`src/rtl/core/lfu_pkg.sv`:
```
`timescale 1ns / 1ps
// ----------------------------------------------------------------------------
// lfu_pkg
// Shared types and constants for the LFU cache replacement core.
// ----------------------------------------------------------------------------
package lfu_pkg;

	localparam int IN_TDATA_W  = 32;
	localparam int SLOT_W      = 4;
	localparam int TOTAL_W     = 32;
	localparam int OUT_FIELD_W = 1 + SLOT_W + 1 + TOTAL_W + TOTAL_W;
	localparam int OUT_TDATA_W = ((OUT_FIELD_W + 7) / 8) * 8;
	localparam int OUT_PAD_W   = OUT_TDATA_W - OUT_FIELD_W;

	typedef enum logic [1:0] {
		ST_IDLE,
		ST_MATCH,
		ST_SCAN,
		ST_APPLY
	} lfu_state_t;

	typedef struct packed {
		logic load;
		logic bump;
	} cell_cmd_t;

endpackage

```
`src/rtl/core/lfu_cell.sv`:
```
`timescale 1ns / 1ps
// ----------------------------------------------------------------------------
// lfu_cell
// One directory slot: key, use count, key compare and one step of the
// least-used chain that runs from slot 0 to the last slot.
// ----------------------------------------------------------------------------
module lfu_cell #(
	parameter int KEY_WIDTH   = 32,
	parameter int COUNT_WIDTH = 32,
	parameter int IDX_W       = 4,
	parameter int INDEX       = 0
) (
	input  logic                   clk,
	input  logic                   arst_n,
	input  lfu_pkg::cell_cmd_t     cmd,
	input  logic [KEY_WIDTH-1:0]   key,
	input  logic                   filled,
	output logic                   match,
	input  logic                   min_in_valid,
	input  logic [COUNT_WIDTH-1:0] min_in_cnt,
	input  logic [IDX_W-1:0]       min_in_idx,
	output logic [COUNT_WIDTH-1:0] min_cnt,
	output logic [IDX_W-1:0]       min_idx
);
	import lfu_pkg::*;

	logic [KEY_WIDTH-1:0]   key_q;
	logic [COUNT_WIDTH-1:0] count_q;
	logic [COUNT_WIDTH-1:0] min_cnt_q;
	logic [IDX_W-1:0]       min_idx_q;
	logic                   take_own;

	assign match    = filled && (key_q == key);
	assign take_own = !min_in_valid || (count_q < min_in_cnt);
	assign min_cnt  = min_cnt_q;
	assign min_idx  = min_idx_q;

	always_ff @(posedge clk) begin
		if (cmd.load) begin
			key_q <= key;
		end
	end

	always_ff @(posedge clk or negedge arst_n) begin
		if (!arst_n) begin
			count_q <= '0;
		end else if (cmd.load) begin
			count_q <= COUNT_WIDTH'(1);
		end else if (cmd.bump && (count_q != '1)) begin
			count_q <= count_q + COUNT_WIDTH'(1);
		end
	end

	// strict less keeps the lower index on ties
	always_ff @(posedge clk) begin
		if (take_own) begin
			min_cnt_q <= count_q;
			min_idx_q <= IDX_W'(INDEX);
		end else begin
			min_cnt_q <= min_in_cnt;
			min_idx_q <= min_in_idx;
		end
	end

endmodule

```
`src/rtl/core/lfu_cache_replacement_core.sv`:
```
`timescale 1ns / 1ps
// ----------------------------------------------------------------------------
// lfu_cache_replacement_core
// Fully associative key directory with least-frequently-used replacement.
// ----------------------------------------------------------------------------
// the key word is registered in ST_IDLE and looked up in ST_MATCH; the result word is
//   registered in ST_APPLY; a new key word is taken only back in ST_IDLE; a miss on a
//   full directory with a stale minimum first waits in ST_SCAN for the min chain to settle
// the miss that fills the last empty slot keeps the core busy in ST_SCAN after its
//   result for the same chain pass
// reset: arst_n clears counts, fill level, totals and control; keys are not reset
module lfu_cache_replacement_core #(
	parameter int ENTRIES     = 16,
	parameter int KEY_WIDTH   = 32,
	parameter int COUNT_WIDTH = 32
) (
	input  logic                            clk,
	input  logic                            arst_n,
	input  logic                            s_axis_tvalid,
	output logic                            s_axis_tready,
	input  logic [lfu_pkg::IN_TDATA_W-1:0]  s_axis_tdata,  // lookup_key
	output logic                            m_axis_tvalid,
	input  logic                            m_axis_tready,
	// hit, slot, filled_empty, hit_total, miss_total, zero pad
	output logic [lfu_pkg::OUT_TDATA_W-1:0] m_axis_tdata
);
	import lfu_pkg::*;

	localparam int IW = (ENTRIES > 1) ? $clog2(ENTRIES) : 1;
	localparam int FW = $clog2(ENTRIES + 1);
	localparam int SW = (IW > SLOT_W) ? IW : SLOT_W;

	lfu_state_t state_q, state_d;

	logic [KEY_WIDTH-1:0]   key_q;
	logic [FW-1:0]          fill_q;
	logic [IW-1:0]          least_q;
	logic                   stale_q;
	logic [TOTAL_W-1:0]     hits_q;
	logic [TOTAL_W-1:0]     misses_q;
	logic                   hit_q;
	logic [IW-1:0]          hit_idx_q;
	logic [FW-1:0]          scan_cnt_q;
	logic                   post_q;
	logic                   out_valid_q;
	logic [OUT_TDATA_W-1:0] out_data_q;

	logic [ENTRIES-1:0]     match;
	cell_cmd_t              cmd       [ENTRIES];
	logic [COUNT_WIDTH-1:0] chain_cnt [ENTRIES];
	logic [IW-1:0]          chain_idx [ENTRIES];

	logic                   full;
	logic                   will_fill;
	logic                   apply_go;
	logic                   scan_done;
	logic [IW-1:0]          hit_idx;
	logic [IW-1:0]          miss_idx;
	logic [IW-1:0]          res_idx;
	logic [SW-1:0]          res_ext;
	logic                   post_scan;

	genvar g;
	generate
		for (g = 0; g < ENTRIES; g++) begin : g_cell
			logic                   prev_valid;
			logic [COUNT_WIDTH-1:0] prev_cnt;
			logic [IW-1:0]          prev_idx;

			if (g == 0) begin : g_head
				assign prev_valid = 1'b0;
				assign prev_cnt   = '0;
				assign prev_idx   = '0;
			end else begin : g_link
				assign prev_valid = 1'b1;
				assign prev_cnt   = chain_cnt[g-1];
				assign prev_idx   = chain_idx[g-1];
			end

			assign cmd[g].load = apply_go && !hit_q && (miss_idx == IW'(g));
			assign cmd[g].bump = apply_go && hit_q && (hit_idx_q == IW'(g));

			lfu_cell #(
				.KEY_WIDTH  (KEY_WIDTH),
				.COUNT_WIDTH(COUNT_WIDTH),
				.IDX_W      (IW),
				.INDEX      (g)
			) u_cell (
				.clk         (clk),
				.arst_n      (arst_n),
				.cmd         (cmd[g]),
				.key         (key_q),
				.filled      (FW'(g) < fill_q),
				.match       (match[g]),
				.min_in_valid(prev_valid),
				.min_in_cnt  (prev_cnt),
				.min_in_idx  (prev_idx),
				.min_cnt     (chain_cnt[g]),
				.min_idx     (chain_idx[g])
			);
		end
	endgenerate

	always_comb begin
		hit_idx = '0;
		for (int i = ENTRIES - 1; i >= 0; i--) begin
			if (match[i]) begin
				hit_idx = IW'(i);
			end
		end
	end

	assign full      = (fill_q == FW'(ENTRIES));
	assign will_fill = full || (fill_q == FW'(ENTRIES - 1));
	assign miss_idx  = full ? least_q : fill_q[IW-1:0];
	assign res_idx   = hit_q ? hit_idx_q : miss_idx;
	assign res_ext   = SW'(res_idx);
	assign post_scan = !hit_q && will_fill && stale_q;

	// next state
	always_comb begin
		state_d = state_q;
		case (state_q)
			ST_IDLE: begin
				if (s_axis_tvalid) begin
					state_d = ST_MATCH;
				end
			end
			ST_MATCH: begin
				if (!(|match) && full && stale_q) begin
					state_d = ST_SCAN;
				end else begin
					state_d = ST_APPLY;
				end
			end
			ST_SCAN: begin
				if (scan_cnt_q == FW'(ENTRIES)) begin
					state_d = post_q ? ST_IDLE : ST_APPLY;
				end
			end
			ST_APPLY: begin
				if (!out_valid_q || m_axis_tready) begin
					state_d = post_scan ? ST_SCAN : ST_IDLE;
				end
			end
			default: begin
				state_d = ST_IDLE;
			end
		endcase
	end

	// outputs
	always_comb begin
		s_axis_tready = (state_q == ST_IDLE);
		apply_go      = (state_q == ST_APPLY) && (!out_valid_q || m_axis_tready);
		scan_done     = (state_q == ST_SCAN) && (scan_cnt_q == FW'(ENTRIES));
	end

	always_ff @(posedge clk or negedge arst_n) begin
		if (!arst_n) begin
			state_q    <= ST_IDLE;
			scan_cnt_q <= '0;
			post_q     <= 1'b0;
		end else begin
			state_q <= state_d;
			if (state_q == ST_SCAN) begin
				scan_cnt_q <= scan_cnt_q + FW'(1);
			end else begin
				scan_cnt_q <= '0;
			end
			if (state_q == ST_MATCH) begin
				post_q <= 1'b0;
			end else if (apply_go) begin
				post_q <= 1'b1;
			end
		end
	end

	always_ff @(posedge clk) begin
		if (s_axis_tvalid && s_axis_tready) begin
			key_q <= KEY_WIDTH'(s_axis_tdata);
		end
		if (state_q == ST_MATCH) begin
			hit_q     <= |match;
			hit_idx_q <= hit_idx;
		end
	end

	always_ff @(posedge clk or negedge arst_n) begin
		if (!arst_n) begin
			fill_q   <= '0;
			least_q  <= '0;
			stale_q  <= 1'b1;
			hits_q   <= '0;
			misses_q <= '0;
		end else if (scan_done) begin
			least_q <= chain_idx[ENTRIES-1];
			stale_q <= 1'b0;
		end else if (apply_go) begin
			if (hit_q) begin
				hits_q <= hits_q + TOTAL_W'(1);
				if (hit_idx_q == least_q) begin
					stale_q <= 1'b1;
				end
			end else begin
				misses_q <= misses_q + TOTAL_W'(1);
				if (!full) begin
					fill_q <= fill_q + FW'(1);
				end
				if (will_fill && !stale_q) begin
					least_q <= miss_idx;
					stale_q <= 1'b0;
				end
			end
		end
	end

	always_ff @(posedge clk or negedge arst_n) begin
		if (!arst_n) begin
			out_valid_q <= 1'b0;
		end else if (apply_go) begin
			out_valid_q <= 1'b1;
		end else if (m_axis_tready) begin
			out_valid_q <= 1'b0;
		end
	end

	always_ff @(posedge clk) begin
		if (apply_go) begin
			out_data_q <= {
				{OUT_PAD_W{1'b0}},
				hit_q ? misses_q : misses_q + TOTAL_W'(1),
				hit_q ? hits_q + TOTAL_W'(1) : hits_q,
				!hit_q && !full,
				res_ext[SLOT_W-1:0],
				hit_q
			};
		end
	end

	assign m_axis_tvalid = out_valid_q;
	assign m_axis_tdata  = out_data_q;

endmodule

```
`config.mk`:
```
export PLATFORM = sky130hd
export DESIGN_NAME = lfu_cache_replacement_core
export DESIGN_NICKNAME = d
export VERILOG_FILES = /design/src/rtl/core/lfu_pkg.sv /design/src/rtl/core/lfu_cell.sv /design/src/rtl/core/lfu_cache_replacement_core.sv
export SDC_FILE = /design/constraint.sdc
export NUM_CORES = 2
export LEC_CHECK = 0
export BUFFER_PORTS_ARGS = -buffer_cell sky130_fd_sc_hd__buf_2
export CORE_ASPECT_RATIO = 1.2
export CORE_UTILIZATION = 50
export CTS_CLUSTER_SIZE = 14
export DETAILED_ROUTE_END_ITERATION = 10
export GPL_ROUTABILITY_DRIVEN = 0
export PLACE_DENSITY = 0.66
export SETUP_SLACK_MARGIN = 0.05
export SKIP_LAST_GASP = 1
export SLEW_MARGIN = 15
export SYNTH_ARGS = -nofsm -noshare
export SYNTH_HDL_FRONTEND = slang
export SYNTH_HIERARCHICAL = 1
export SYNTH_SLANG_ARGS = --single-unit
```
`constraint.sdc`:
```
create_clock -name clk -period 6.4 [get_ports clk]
set_input_delay 0.32 -clock clk [delete_from_list [all_inputs] [get_ports clk]]
set_output_delay 0.32 -clock clk [all_outputs]
set_load 0.02 [all_outputs]
```
# After elaboration in Yosys (flattened, before gate mapping)
# Cells that the tools add are included.
# classes
addsub	20
n_lt_le_gt_ge	31
eq_ne	74
mux	87
n_bitwise	3
reduce_logical	115
# ops
cell	count
$mux W32	48
$add A32 B1 Y32 const B	18
$eq A32 B32 Y1	16
$ne A32 B32 Y1 const B	16
$lt A32 B32 Y1	15
$logic_and A1 B1 Y1	75
$eq A4 B4 Y1 const B	16
$mux W4	14
$lt A4 B5 Y1 const A	8
$reduce_bool A2 Y1	20
$eq A4 B3 Y1 const B	8
$lt A3 B5 Y1 const A	4
$eq A4 B2 Y1 const B	4
$reduce_or A16 Y1	1
$mux W2	7
$mux W1	12
$mux W3	4
$add A5 B1 Y5 const B	2
$eq A5 B5 Y1 const B	2
$lt A1 B5 Y1 const A	2
$lt A2 B5 Y1 const A	2
$reduce_and A3 Y1	3
$eq A4 B1 Y1 const B	2
$logic_not A4 Y1	2
19 further kinds	29
# word_totals
regBits	1743
inputBits	36
output_inout_bits	74
word_cells	408

# Depth between registers and ports, before layout
# logic_depth
word_depth	17
mapped_depth	15
depth_no_buf	11

# Hierarchy
# The synthesis kept the hierarchy.
# modules_own_cells
mod	instances	cells_each	area_per_inst_um2	seq_area_each_um2
lfu_cell (g_cell[10].u_cell ...)	6	434	4964.8	2482.4
lfu_cell (g_cell[11].u_cell ...)	3	439	5059.9	2482.4
lfu_cell (g_cell[3].u_cell ...)	3	439	5051.1	2482.4
lfu_cell (g_cell[0].u_cell ...)	2	456	5018.6	2482.4
lfu_cell (g_cell[15].u_cell ...)	2	448	4952.2	2482.4
lfu_cache_replacement_core	1	753	8695.8	5291.3

# Least setup slack after synthesis
# OpenSTA, ideal clock, no wires.
# synth_path
path_type	flip-flop to flip-flop
start	register fill_q[1]
end	register g_cell[14].u_cell.count_q[28]
setup_time_ns	0.127
arrival_ns	3.860
required_ns	6.273
setup_slack_ns	2.414
stages_incl_launch_ff	12
n_path_buf	3
synth_period_minus_slack_ns	3.986
cell_sequence	dfrtp_1 > clkbuf_1 > inv_1 > ha_1 > nand2_1 > nor3_1 > a31oi_1 > nor2_1 > buf_1 > clkbuf_1 > nand3b_1 > o21ai_0
# synth_rtl
element	line	rtl
start: declaration	lfu_cache_replacement_core.sv:36	logic [FW-1:0] fill_q;
start signal: assignment	lfu_cache_replacement_core.sv:208	fill_q <= fill_q + FW'(1);
end signal: assignment	lfu_cell.sv:50	count_q <= count_q + COUNT_WIDTH'(1);
end: declaration	lfu_cell.sv:28	logic [COUNT_WIDTH-1:0] count_q;

==> reports/metrics.csv <==
metric;value;unit
CTS max path bufs;3;
Slew @ Worst Pin;2.05;ns
clock sink count;1758;
# fillers;14700;
worst reg2reg path depth;9;
IO buf count;107;
fin crit share;73.7;%
vias;57800;
dpl hpwl;138000;um
CP Class;reg -> reg;
DRT Pass-1 Iters;5;
fin area;97800;um^2
type of origin of the critical path;flop;
H-tree lvl count;4;
Global Route Usage Sum;22.3;%
Worst EP required;7.15;ns
pwr/cell area;297;nW/um^2
Placed Area;91100;um^2
Sequential Area;44400;um^2
initial antenna violation count;3;
relative slew slack;-36.7;%
Area growth, synth to finish;11.5;%
Die Height;461;um
vias in the first global route;58200;
total global routing overflow;0;
initial DRC count;3215;
Ys Warns;6;
number of cell rows;168;
I/O pin count;110;
Hold Slack;0.0980;ns
Syn Area/Cell;11.3;um^2
status;complete, but fails checks;
full die area;177000;um^2
Die Wd;384;um
Fin Clk Skew;0.0420;ns
vias per std cell;5.50;
failing checks;slew limit;
Placed Instances;10100;
Num CTS Buffers;180;
Initial Util;50.3;%
antenna viol nets, final;0;
core area;174000;um^2
Detailed Route WL;197000;um
final setup violation count;0;
setup slack after placement;1.82;ns
Critical Path Fanout Max;50;
worst setup margin;1.68;ns
largest net degree at the start of global routing;168;
drt drc;0;
synthesized area;87800;um^2
Hold Fails Final Rpt;0;
critical path endpoint category;flop;
clk slew on worst S/H paths;0.06;ns
Tmin final;4.72;ns
Peak Freq;212;MHz
CTS tree;built;
worst IR drop on VDD;0.000276;V
Root Buffer;clkbuf_16;
share of layout cells above drive strength 1;13.9;%
Multi-input gate area;40400;um^2
clock latency reported for the late side of the worst-skew pair;0.83;ns
max_cap viols;0;
Lkg Pwr;40.1;nW
WL/cell;18.8;um
Final Non-Filler Cells;10500;
Cells after Synth;7733;
Final TNS setup;0;ns
RSZ-0062 raised after global routing;no;
worst min path class;in -> async;
Arrival @ worst endpoint;5.47;ns
layout net count;8608;
max-slew violation count;37;
global-route wire length before repair;317000;um
[power by group]
group | internal (mW) | switching (mW) | leakage [nW]
clock | 6.50 | 4.53 | 3.09
sequential | 12.4 | 0.569 | 18.1
combinational | 1.95 | 3.04 | 18.9
[per-stage QoR]
step | power (mW) | util (%)
6_report | 29.0 | 56.1
5_1_grt | 30.2 | 56.1
4_1_cts | 29.3 | 56.1
3_5_place_dp | 18.2 | 52.2
3_3_place_gp | 18.1 | 52.2
2_1_floorplan | 16.9 | -
[sequential cells by signal, summed over array words and instances, names as in the netlist, 4 cells and up]
signal	flops
key_q	32
hits_q	32
fill_q	5
g_cell.u_cell/min_cnt	480
m_axis_tdata	70
g_cell.u_cell/min_idx	64
g_cell.u_cell/key_q	512
misses_q	32
hit_idx_q	4
least_q	4
scan_cnt_q	5
g_cell.u_cell/count_q	512
[repair_timing]
item,4_1_cts,5_1_grt
buffers inserted,0,0
hold buffers,35,0
endpoints found under the hold margin,104,0
setup endpoints to repair,0,0
gates resized for setup,0,0
[worst paths after layout]
path,slack (ns),to,from
worst max-delay path,1.68,g_cell[14].u_cell/count_q[29],state_q[0]
worst min-delay path,0.1,hits_q[28],arst_n
worst max register to register,1.68,g_cell[14].u_cell/count_q[29],state_q[0]
worst min register to register,0.40,g_cell[13].u_cell/min_idx[3],g_cell[12].u_cell/min_idx[3]
max in group asynchronous,4.71,g_cell[6].u_cell/count_q[28],arst_n
min in group clk,0.21,key_q[7],s_axis_tdata[7]
[cell type report]
type / count / area share, %
sequential: 1758 / 45.3
clock buffer: 268 / 5.41
multi-input combinational: 5304 / 41.3
tap: 2295 / 2.93
timing repair buffer: 241 / 1.73
inverter: 569 / 2.19
antenna: 1 / 0.00256
clock inverter: 74 / 1.08
[placed cells by master, fill, tap and decap left out, types with 225 or more instances in the layout]
| cell type | n |
|---|---|
| nand3_1 | 225 |
| mux2_4 | 260 |
| o21ai_0 | 243 |
| xnor2_1 | 599 |
| inv_1 | 568 |
| dfrtp_1 | 594 |
| dfxtp_1 | 544 |
| edfxtp_1 | 619 |
| nor2_1 | 584 |
| a21oi_1 | 304 |
| xor2_1 | 400 |
| ha_1 | 518 |
| nand2_1 | 365 |
| nand4_1 | 384 |
[routing by layer]
metal / vias up / global-route usage (%) / wire length [um]
li1: 28000 / - / -
met4: 0 / 6.67 / 5010
met3: 323 / 3.06 / 7070
met2: 989 / 40.0 / 101000
met5: - / 0 / 0
met1: 28500 / 27.8 / 84300
[critical path, cell delays in order, from the launching register on]
cell	delay, ns
dfrtp_1	0.48
nand3_1	0.18
inv_4	0.51
nand4b_1	1.03
nor2_1	0.93
and3_1	0.31
and3_1	0.29
o2111ai_1	0.33
or3_1	0.41
a21oi_1	0.15
Note: power is estimated with default switching activity, not from simulation.
